===== src/ffc_pkg.sv =====
// Shared types and constants for the four-function calculator readout.
// Depends on nothing; used by every module of the block.
`default_nettype none
package ffc_pkg;

    localparam logic [2:0] FUNC_ADD = 3'd1;
    localparam logic [2:0] FUNC_SUB = 3'd2;
    localparam logic [2:0] FUNC_MUL = 3'd3;
    localparam logic [2:0] FUNC_DIV = 3'd4;

    localparam logic [1:0] STAT_OK      = 2'd0;
    localparam logic [1:0] STAT_INVALID = 2'd1;
    localparam logic [1:0] STAT_FAULT   = 2'd2;

    localparam logic [1:0] NUM_A   = 2'd0;
    localparam logic [1:0] NUM_B   = 2'd1;
    localparam logic [1:0] NUM_RES = 2'd2;

    localparam logic [3:0] POS_LAST = 4'd9;
    localparam int unsigned DIV_STEPS = 32;

    typedef struct packed {
        logic [1:0]  status;
        logic [31:0] a;
        logic [31:0] b;
        logic [31:0] r;
    } ffc_entry_t;

    // place value for digit positions, billions first
    function automatic logic [29:0] place_scale(input logic [3:0] pos);
        logic [29:0] s;
        unique case (pos)
            4'd0:    s = 30'd1000000000;
            4'd1:    s = 30'd100000000;
            4'd2:    s = 30'd10000000;
            4'd3:    s = 30'd1000000;
            4'd4:    s = 30'd100000;
            4'd5:    s = 30'd10000;
            4'd6:    s = 30'd1000;
            4'd7:    s = 30'd100;
            4'd8:    s = 30'd10;
            default: s = 30'd1;
        endcase
        return s;
    endfunction

    // bit0 = a ... bit6 = g
    function automatic logic [6:0] seg_pattern(input logic [3:0] d);
        logic [6:0] s;
        unique case (d)
            4'd0:    s = 7'h3F;
            4'd1:    s = 7'h06;
            4'd2:    s = 7'h5B;
            4'd3:    s = 7'h4F;
            4'd4:    s = 7'h66;
            4'd5:    s = 7'h6D;
            4'd6:    s = 7'h7C;
            4'd7:    s = 7'h07;
            4'd8:    s = 7'h7F;
            4'd9:    s = 7'h6F;
            default: s = 7'h00;
        endcase
        return s;
    endfunction

endpackage
`default_nettype wire


===== src/ffc_front.sv =====
// Front end: accepts requests, classifies them and computes the result
// (serial restoring divider for divide). Depends on ffc_pkg.
`default_nettype none
module ffc_front (
    input  wire logic              clk,
    input  wire logic              rst_n,
    input  wire logic              push,
    output logic                   full,
    input  wire logic [2:0]        func,
    input  wire logic signed [31:0] operand_a,
    input  wire logic signed [31:0] operand_b,
    input  wire logic              q_full,
    output logic                   q_push,
    output ffc_pkg::ffc_entry_t    q_entry
);
    import ffc_pkg::*;

    logic        valid_reg, valid_next;
    logic [5:0]  cnt_reg, cnt_next;
    logic [2:0]  func_reg;
    logic [1:0]  stat_reg;
    logic [31:0] a_reg, b_reg;
    logic        neg_reg;
    logic [31:0] dq_reg, drem_reg, dvs_reg;
    logic [32:0] trial;
    logic        accept;
    logic [31:0] mag_a, mag_b;
    logic [31:0] res;
    logic [1:0]  stat_in;
    logic [63:0] prod;

    assign q_push = valid_reg && (cnt_reg == 6'd0) && !q_full;
    assign full   = valid_reg && !q_push;
    assign accept = push && !full;

    assign mag_a = operand_a[31] ? (~operand_a + 32'd1) : operand_a;
    assign mag_b = operand_b[31] ? (~operand_b + 32'd1) : operand_b;

    always_comb
    begin
        if (func == 3'd0 || func > FUNC_DIV)
            stat_in = STAT_INVALID;
        else if (func == FUNC_DIV && (operand_b == 32'd0 ||
                 (operand_a == 32'h8000_0000 && operand_b == 32'hFFFF_FFFF)))
            stat_in = STAT_FAULT;
        else
            stat_in = STAT_OK;
    end

    assign trial = {drem_reg, dq_reg[31]} - {1'b0, dvs_reg};

    always_comb
    begin
        valid_next = valid_reg;
        cnt_next   = cnt_reg;
        if (accept)
        begin
            valid_next = 1'b1;
            cnt_next   = (func == FUNC_DIV && stat_in == STAT_OK) ? 6'(DIV_STEPS) : 6'd0;
        end
        else
        begin
            if (q_push)
                valid_next = 1'b0;
            if (cnt_reg != 6'd0)
                cnt_next = cnt_reg - 6'd1;
        end
    end

    always_ff @(posedge clk or negedge rst_n)
    begin
        if (!rst_n)
        begin
            valid_reg <= 1'b0;
            cnt_reg   <= 6'd0;
        end
        else
        begin
            valid_reg <= valid_next;
            cnt_reg   <= cnt_next;
        end
    end

    always_ff @(posedge clk)
    begin
        if (accept)
        begin
            func_reg <= func;
            stat_reg <= stat_in;
            a_reg    <= operand_a;
            b_reg    <= operand_b;
            neg_reg  <= operand_a[31] ^ operand_b[31];
            dq_reg   <= mag_a;
            drem_reg <= 32'd0;
            dvs_reg  <= mag_b;
        end
        else if (cnt_reg != 6'd0)
        begin
            // one quotient bit per cycle
            if (!trial[32])
            begin
                drem_reg <= trial[31:0];
                dq_reg   <= {dq_reg[30:0], 1'b1};
            end
            else
            begin
                drem_reg <= {drem_reg[30:0], dq_reg[31]};
                dq_reg   <= {dq_reg[30:0], 1'b0};
            end
        end
    end

    assign prod = a_reg * b_reg;

    always_comb
    begin
        unique case (func_reg)
            FUNC_ADD: res = a_reg + b_reg;
            FUNC_SUB: res = a_reg - b_reg;
            FUNC_MUL: res = prod[31:0];
            FUNC_DIV: res = neg_reg ? (~dq_reg + 32'd1) : dq_reg;
            default:  res = 32'd0;
        endcase
    end

    always_comb
    begin
        q_entry.status = stat_reg;
        q_entry.a      = a_reg;
        q_entry.b      = b_reg;
        q_entry.r      = res;
    end

endmodule
`default_nettype wire


===== src/ffc_queue.sv =====
// Two-entry queue between front and back end.
// Depends on ffc_pkg for the entry type.
`default_nettype none
module ffc_queue (
    input  wire logic                clk,
    input  wire logic                rst_n,
    input  wire logic                wr,
    input  wire ffc_pkg::ffc_entry_t wr_data,
    output logic                     q_full,
    input  wire logic                rd,
    output ffc_pkg::ffc_entry_t      rd_data,
    output logic                     q_nonempty
);
    import ffc_pkg::*;

    ffc_entry_t mem [2];
    logic       wp_reg, rp_reg;
    logic [1:0] cnt_reg;

    assign q_full     = (cnt_reg == 2'd2);
    assign q_nonempty = (cnt_reg != 2'd0);
    assign rd_data    = mem[rp_reg];

    always_ff @(posedge clk or negedge rst_n)
    begin
        if (!rst_n)
        begin
            wp_reg  <= 1'b0;
            rp_reg  <= 1'b0;
            cnt_reg <= 2'd0;
        end
        else
        begin
            if (wr)
                wp_reg <= ~wp_reg;
            if (rd)
                rp_reg <= ~rp_reg;
            if (wr && !rd)
                cnt_reg <= cnt_reg + 2'd1;
            else if (rd && !wr)
                cnt_reg <= cnt_reg - 2'd1;
        end
    end

    always_ff @(posedge clk)
    begin
        if (wr)
            mem[wp_reg] <= wr_data;
    end

endmodule
`default_nettype wire


===== src/ffc_back.sv =====
// Back end: turns queued entries into digit items or a status item, one per cycle
// while the output register is empty or being popped, into that register. Depends on ffc_pkg.
`default_nettype none
module ffc_back (
    input  wire logic                clk,
    input  wire logic                rst_n,
    input  wire logic                q_nonempty,
    input  wire ffc_pkg::ffc_entry_t q_entry,
    output logic                     q_pop,
    input  wire logic                pop,
    output logic                     empty,
    output logic [1:0]               which_number,
    output logic [3:0]               digit_position,
    output logic [6:0]               segments,
    output logic                     digit_error,
    output logic [1:0]               status,
    output logic                     last
);
    import ffc_pkg::*;

    logic        active_reg;
    logic        ovalid_reg;
    logic [1:0]  which_reg;
    logic [3:0]  pos_reg;
    logic [31:0] rem_reg;
    logic        neg_reg;
    logic [31:0] b_reg, r_reg;

    logic        can_emit, step;
    logic [31:0] cur_rem;
    logic        cur_neg;
    logic [1:0]  cur_which;
    logic [3:0]  cur_pos;
    logic [33:0] scale;
    logic [33:0] sub;
    logic [3:0]  d;
    logic [31:0] new_rem;
    logic [31:0] next_val;
    logic        stat_item;

    assign can_emit  = !ovalid_reg || pop;
    assign step      = can_emit && (active_reg || q_nonempty);
    assign stat_item = !active_reg && (q_entry.status != STAT_OK);
    assign q_pop     = can_emit && !active_reg && q_nonempty;

    always_comb
    begin
        if (active_reg)
        begin
            cur_rem   = rem_reg;
            cur_neg   = neg_reg;
            cur_which = which_reg;
            cur_pos   = pos_reg;
        end
        else
        begin
            cur_rem   = q_entry.a[31] ? (~q_entry.a + 32'd1) : q_entry.a;
            cur_neg   = q_entry.a[31];
            cur_which = NUM_A;
            cur_pos   = 4'd0;
        end
    end

    // digit = largest k with k*scale <= remainder
    always_comb
    begin
        scale = {4'd0, place_scale(cur_pos)};
        d     = 4'd0;
        sub   = 34'd0;
        for (int k = 1; k <= 9; k++)
        begin
            if ({2'b00, cur_rem} >= scale * 34'(k))
            begin
                d   = 4'(k);
                sub = scale * 34'(k);
            end
        end
        new_rem = cur_rem - sub[31:0];
    end

    assign next_val = (which_reg == NUM_A) ? b_reg : r_reg;

    always_ff @(posedge clk or negedge rst_n)
    begin
        if (!rst_n)
        begin
            active_reg <= 1'b0;
            ovalid_reg <= 1'b0;
            which_reg  <= NUM_A;
            pos_reg    <= 4'd0;
        end
        else
        begin
            if (step)
                ovalid_reg <= 1'b1;
            else if (pop)
                ovalid_reg <= 1'b0;
            if (step && !stat_item)
            begin
                if (!active_reg)
                begin
                    active_reg <= 1'b1;
                    which_reg  <= NUM_A;
                    pos_reg    <= 4'd1;
                end
                else if (pos_reg == POS_LAST)
                begin
                    pos_reg <= 4'd0;
                    if (which_reg == NUM_RES)
                        active_reg <= 1'b0;
                    else
                        which_reg <= which_reg + 2'd1;
                end
                else
                    pos_reg <= pos_reg + 4'd1;
            end
        end
    end

    always_ff @(posedge clk)
    begin
        if (q_pop)
        begin
            b_reg <= q_entry.b;
            r_reg <= q_entry.r;
        end
        if (step && !stat_item)
        begin
            if (active_reg && pos_reg == POS_LAST)
            begin
                rem_reg <= next_val[31] ? (~next_val + 32'd1) : next_val;
                neg_reg <= next_val[31];
            end
            else
            begin
                rem_reg <= new_rem;
                neg_reg <= cur_neg;
            end
        end
        if (step)
        begin
            if (stat_item)
            begin
                which_number   <= NUM_A;
                digit_position <= 4'd0;
                segments       <= 7'd0;
                digit_error    <= 1'b0;
                status         <= q_entry.status;
                last           <= 1'b1;
            end
            else
            begin
                which_number   <= cur_which;
                digit_position <= cur_pos;
                segments       <= (cur_neg && d != 4'd0) ? 7'd0 : seg_pattern(d);
                digit_error    <= cur_neg && d != 4'd0;
                status         <= STAT_OK;
                last           <= (cur_which == NUM_RES) && (cur_pos == POS_LAST);
            end
        end
    end

    assign empty = !ovalid_reg;

endmodule
`default_nettype wire


===== src/four_function_calc_seven_segment.sv =====
// Four-function calculator with seven-segment decimal readout, top level.
// Instantiates ffc_front, ffc_queue and ffc_back; depends on ffc_pkg.
//
// Input side is a queue: present func/operand_a/operand_b with push; the
// request is taken on a clock edge with push high and full low.
// Result side is a queue: while empty is low the oldest result sits on the
// output ports and is taken on an edge with pop high.
// A valid request yields 30 digit items (operand_a, operand_b, result, ten
// places each, billions first), last set on the final one. An invalid
// function or a divide fault yields one status item with last set.
// A request is registered in the front end, written to the queue and then
// registered as its first item in the output register; a divide first runs the one-bit-per-cycle divider.
// The back end emits one item per cycle while pop keeps up and moves straight
// on to the next queued request; the two-entry queue lets the front accept
// and compute (including a divide) while the back end drains digits.
// When pop stays low the output register holds, the back end stops, the
// queue fills and full rises. Reset clears all control state; the block
// comes up empty and ready.
`default_nettype none
module four_function_calc_seven_segment (
    input  wire logic               clk,
    input  wire logic               rst_n,
    input  wire logic               push,
    output logic                    full,
    input  wire logic [2:0]         func,
    input  wire logic signed [31:0] operand_a,
    input  wire logic signed [31:0] operand_b,
    output logic                    empty,
    input  wire logic               pop,
    output logic [1:0]              which_number,
    output logic [3:0]              digit_position,
    output logic [6:0]              segments,
    output logic                    digit_error,
    output logic [1:0]              status,
    output logic                    last
);
    import ffc_pkg::*;

    ffc_entry_t f_entry, b_entry;
    logic       q_push, q_full, q_pop, q_nonempty;

    ffc_front u_front (
        .clk       (clk),
        .rst_n     (rst_n),
        .push      (push),
        .full      (full),
        .func      (func),
        .operand_a (operand_a),
        .operand_b (operand_b),
        .q_full    (q_full),
        .q_push    (q_push),
        .q_entry   (f_entry)
    );

    ffc_queue u_queue (
        .clk        (clk),
        .rst_n      (rst_n),
        .wr         (q_push),
        .wr_data    (f_entry),
        .q_full     (q_full),
        .rd         (q_pop),
        .rd_data    (b_entry),
        .q_nonempty (q_nonempty)
    );

    ffc_back u_back (
        .clk            (clk),
        .rst_n          (rst_n),
        .q_nonempty     (q_nonempty),
        .q_entry        (b_entry),
        .q_pop          (q_pop),
        .pop            (pop),
        .empty          (empty),
        .which_number   (which_number),
        .digit_position (digit_position),
        .segments       (segments),
        .digit_error    (digit_error),
        .status         (status),
        .last           (last)
    );

    // status items always close their request
    assert property (@(posedge clk) disable iff (!rst_n)
        (!empty && status != STAT_OK) |-> last)
        else $error("status item without last");

    // last on a digit item only at the units place of the result
    assert property (@(posedge clk) disable iff (!rst_n)
        (!empty && status == STAT_OK && last) |->
        (which_number == NUM_RES && digit_position == POS_LAST))
        else $error("last on wrong digit");

    // an error digit is always blank
    assert property (@(posedge clk) disable iff (!rst_n)
        (!empty && digit_error) |-> (segments == 7'd0))
        else $error("error digit lit");

    // a stalled result stays put
    assert property (@(posedge clk) disable iff (!rst_n)
        (!empty && !pop) |=> (!empty && $stable(digit_position) && $stable(which_number)))
        else $error("stalled result changed");

endmodule
`default_nettype wire

===== config.mk =====
export PLATFORM = sky130hd
export DESIGN_NAME = four_function_calc_seven_segment
export DESIGN_NICKNAME = d
export VERILOG_FILES = /design/src/ffc_pkg.sv /design/src/ffc_front.sv /design/src/ffc_queue.sv /design/src/ffc_back.sv /design/src/four_function_calc_seven_segment.sv
export SDC_FILE = /design/constraint.sdc
export NUM_CORES = 2
export LEC_CHECK = 0
export BUFFER_PORTS_ARGS = -buffer_cell sky130_fd_sc_hd__buf_2
export CAP_MARGIN = 20
export CORE_MARGIN = 5
export CORE_UTILIZATION = 35
export CTS_CLUSTER_DIAMETER = 40
export CTS_CLUSTER_SIZE = 30
export DETAILED_ROUTE_END_ITERATION = 12
export GPL_TIMING_DRIVEN = 0
export MAX_ROUTING_LAYER = met4
export PLACE_DENSITY = 0.59
export SLEW_MARGIN = 10
export SYNTH_ARGS = -nofsm -noshare
export SYNTH_HDL_FRONTEND = slang
export SYNTH_SLANG_ARGS = --single-unit

===== constraint.sdc =====
create_clock -name clk -period 11 [get_ports clk]
set_input_delay 2.2 -clock clk [delete_from_list [all_inputs] [get_ports clk]]
set_output_delay 2.2 -clock clk [all_outputs]
set_load 0.01 [all_outputs]

==> results <==
- The final layout contains routed wiring with a total length of ~220 mm.
- The overall global routing resource usage is 25.9%.
- Measured along the y axis, the die boundary spans 416 um.
- Leaving out fill and tap cells, the most frequent cell in the layout is sky130_fd_sc_hd__nand2_1.
- Including well taps, the total number of placed cells is 8566.
- The shortest period the worst path allows is about 11000 ps.
- Ranked by flip-flop count, first place goes to u_queue.mem.
- In this run the cell area of the synthesized design comes to a little under 60000 um^2.
- Once detailed placement completed, the half-perimeter wirelength came to between 150 and 200 mm.
- Along the worst hold path, the cell count comes to 0.
- The number of antenna violations at the first check in global routing is 7.
- The via count of the first global-routing pass is 49600.
- In this run the number of cells on the critical path is between 50 and 60.
- For this run, asynchronously set or reset flops after synthesis account for slightly below 4%.
- The tightest min-delay check is of the reg -> reg type.
- The cell at the root of the clock tree is sky130_fd_sc_hd__clkbuf_16.
- The count of filler cells inserted in the layout is 16200.
- The critical path in this run is classified as reg -> reg.
- The number of clock buffers added by TritonCTS is 76.
- Adding up every negative setup slack in the final design gives 0 ps.
- The post-synthesis register bit count is slightly below 500.
- The placed instances occupy a cell area of approximately 60000 um^2.
- The area enclosed by the die boundary is approximately 170000 um^2.
- The post-detailed-route via-to-cell ratio is approximately 5.7.
- Across the VDD grid, the largest voltage drop is between 0.15 and 0.2 mV.
- Entering global routing, the biggest net connects 66 pins.
- The total number of yosys warnings is 0.
- On the final layout, the worst clock skew is 63.7 ps.
- Clock-pin slew was measured on the worst setup and hold paths at 50 ps.
- Measured against its own limit, the worst slew margin works out to about 20%.
- The number of unique standard cell types used by synthesis is between 100 and 150.
- The fmax is 92.2 MHz.
- The critical path arrival is about 11000 ps.
- The total number of H-tree levels is 3.
- The category of the worst setup path capture point is a flop.
- The largest fanout on the critical path is 19.
- The number of instances in the synthesized netlist is approximately 6300.
- The total of buffers placed on input and output ports is 89.
- Registers take approximately 14000 um^2.
- Among all stages on the critical path, the largest delay is contributed by sky130_fd_sc_hd__dfrtp_2.
- The clock latency on the worst-skew pair is approximately 650 ps.
- The cell area after layout is roughly 67000 um^2.
- Cells with a size suffix above 1 make up about an eighth of the layout.
- Relative to the synthesized area, the layout overhead comes to 16.1%.
- The library cells used most frequently in the layout, excluding fill and tap cells, are sky130_fd_sc_hd__nand2_1 (758), sky130_fd_sc_hd__inv_1 (634), sky130_fd_sc_hd__ha_1 (595), sky130_fd_sc_hd__edfxtp_1 (443), sky130_fd_sc_hd__fa_1 (428).
- The first routing iteration left around 4700 violations.
- Setup violations remaining at the end of the flow were counted as 0.
- The commonest register cell after synthesis is sky130_fd_sc_hd__edfxtp_1.
- The quantity of hold-fixing buffers added after cts is 0.
- The top-level I/O count is 90.
- After floorplanning, the core was sized to cover 164000 um^2.
- Grouping stages by cell kind, the critical path spends the most delay in compound AO/OA/AOI/OAI gates.
- The mean instance size in the synthesized netlist is 9.22 um^2.
- The clock sink count is 494.
- The leakage power is roughly 29 nW.
- The first TritonRoute pass finished after 6 iterations.
- The maximum number of buffers from clock root to sink is 3.
- The final hold violation count is 0.
- The detailed router placed just over 50000 vias in this run.
- The number of buffers and inverters on the critical path is 11.
- After detailed routing, the average wire length per cell comes to between 20 and 30 um.
- After layout, the design draws a total of about 4.6 mW.
- The first global-routing pass estimated roughly 330 mm of wire.
- From left edge to right edge, the die measures 416 um.
- The final layout contains around 7700 nets.
- The worst reg2reg path depth is 52.
- The number of flops mapped to enable cells by yosys is between 400 and 500.
- Measured on the finished design, the core utilization comes to 40.7%.
- At the end of routability-driven placement, the weighted congestion stood at slightly above 1.
- The total number of placement rows is ~150.
- The finished layout holds 8842 standard cells, fillers aside.
- The number of slew-limit violations in the final report was 0.
- The actual slew at the worst max-slew pin is ~1200 ps.
- The share of the cycle needed by the critical path after routing is between 90% and 100%.
- The tool flagged a number of max-cap violations equal to 0.
- The run finished with clean final reports.
- The worst path required time is between 10000 and 15000 ps.
- TritonCTS built the clock tree.
- The category of the worst setup path launch point is a flop.
- The part of the Yosys area used for sequential elements is 25.0%.
- The register with the most flip-flops in the layout has between 150 and 200 of them.
- The multi-input combinational cells in the finished layout cover a total of approximately 40000 um^2.
- In this run the power density over the cells is slightly below 70 nW/um^2.
- The total congestion overflow after global routing is 0.
- The starting utilization of the core area is 35.1%.
- After detailed routing, the number of remaining DRC violations is 0.
- The antenna violation net count after detailed routing is 0.
- The maximum single-stage delay on the critical path is 450 ps.
-- cell usage after synthesis, types with 62 or more instances --
cell type | n | area [um^2]
sky130_fd_sc_hd__nand2_1 | 774 | 2910
sky130_fd_sc_hd__inv_1 | 659 | 2470
sky130_fd_sc_hd__ha_1 | 615 | 7690
sky130_fd_sc_hd__edfxtp_1 | 443 | 13300
sky130_fd_sc_hd__fa_1 | 431 | 8630
sky130_fd_sc_hd__o21ai_0 | 320 | 1600
sky130_fd_sc_hd__a21oi_1 | 315 | 1580
sky130_fd_sc_hd__nor2_1 | 296 | 1110
sky130_fd_sc_hd__xnor2_1 | 256 | 2240
sky130_fd_sc_hd__clkbuf_1 | 218 | 818
sky130_fd_sc_hd__xor2_1 | 169 | 1480
sky130_fd_sc_hd__and2_1 | 155 | 970
sky130_fd_sc_hd__a21o_1 | 147 | 1100
sky130_fd_sc_hd__mux2i_1 | 120 | 1200
sky130_fd_sc_hd__nor3_1 | 100 | 500
sky130_fd_sc_hd__nand3_1 | 88 | 440
sky130_fd_sc_hd__mux2_2 | 82 | 923
sky130_fd_sc_hd__nand2b_1 | 65 | 407
sky130_fd_sc_hd__o31ai_1 | 64 | 480
sky130_fd_sc_hd__nand4_1 | 62 | 388
-- cell type report --
type                       instances  area share [%]
inverter                         661            3.85
antenna                            3          0.0112
buffer                           256            2.06
clock inverter                    58            1.13
clock buffer                      84            2.90
tap                             2189            4.10
multi-input combinational       4833            61.4
timing repair buffer             264            3.03
sequential                       494            21.6
-- kinds of logic after synthesis --
group                    count (synthesis)  synth area share [%]
AND/OR/NAND/NOR                       1818                  15.1
AO/OA/AOI/OAI                         1332                  15.1
adder cells (fa/ha/maj)               1048                  28.4
buffers and inverters                  928                  6.19
flip-flops                             494                  25.0
XOR/XNOR                               426                  6.49
multiplexers                           203                  3.71
other                                    2                0.0130
-- metrics by stage --
step / setup slack, ps / hold slack [ps]
after CTS: 1.30 / 484
final: 149 / 490
after global placement: -6620 / 457
after floorplan: 18.2 / 421
after detailed placement: -6570 / 471
after global routing: -48.8 / 502
-- final timing paths --
path	startpoint	endpoint	slack, ps
min	u_front.b_reg[7]	u_queue.mem[1][39]	490
max	u_back.active_reg	u_back.rem_reg[24]	150
min in group asynchronous	rst_n	u_front.cnt_reg[2]	1600
max in group asynchronous	rst_n	u_back.active_reg	8910
min reg2reg	u_front.b_reg[7]	u_queue.mem[1][39]	490
max reg2reg	u_back.active_reg	u_back.rem_reg[24]	150
-- repair_timing --
action,4_1_cts,5_1_grt
pin swaps,40,63
resized for setup,273,120
cloned,0,1
setup endpoints to repair,40,16
endpoints found under the hold margin,0,0
setup buffers,72,66
-- worst reg2reg max path: cells and delay by family, from the launching register on --
| family | cells | cell delay, ps |
|---|---|---|
| flip-flops | 1 | 450 |
| adder cells (fa/ha/maj) | 4 | 1150 |
| XOR/XNOR | 1 | 130 |
| AND/OR/NAND/NOR | 14 | 2540 |
| AO/OA/AOI/OAI | 20 | 4060 |
| buffers and inverters | 11 | 2000 |
| multiplexers | 2 | 340 |
-- power by group --
| part | switching, mW | total (mW) | internal, mW |
|---|---|---|---|
| clock network | 0.989 | 2.49 | 1.51 |
| registers | 0.00000000000000000427 | 2.02 | 2.02 |
| logic | 0.0473 | 0.0755 | 0.0282 |
| total | 1.04 | 4.59 | 3.56 |
-- layer usage --
layer / global-route usage (%) / vias to the layer above / share of wire [%]
met4: 11.4 / 0 / 5.8
met2: 41.2 / 2298 / 46
met3: 3.45 / 568 / 7.2
met5: - / - / 0
li1: - / 22600 / -
met1: 33.2 / 24900 / 41
(Power assumes the default switching activity.)
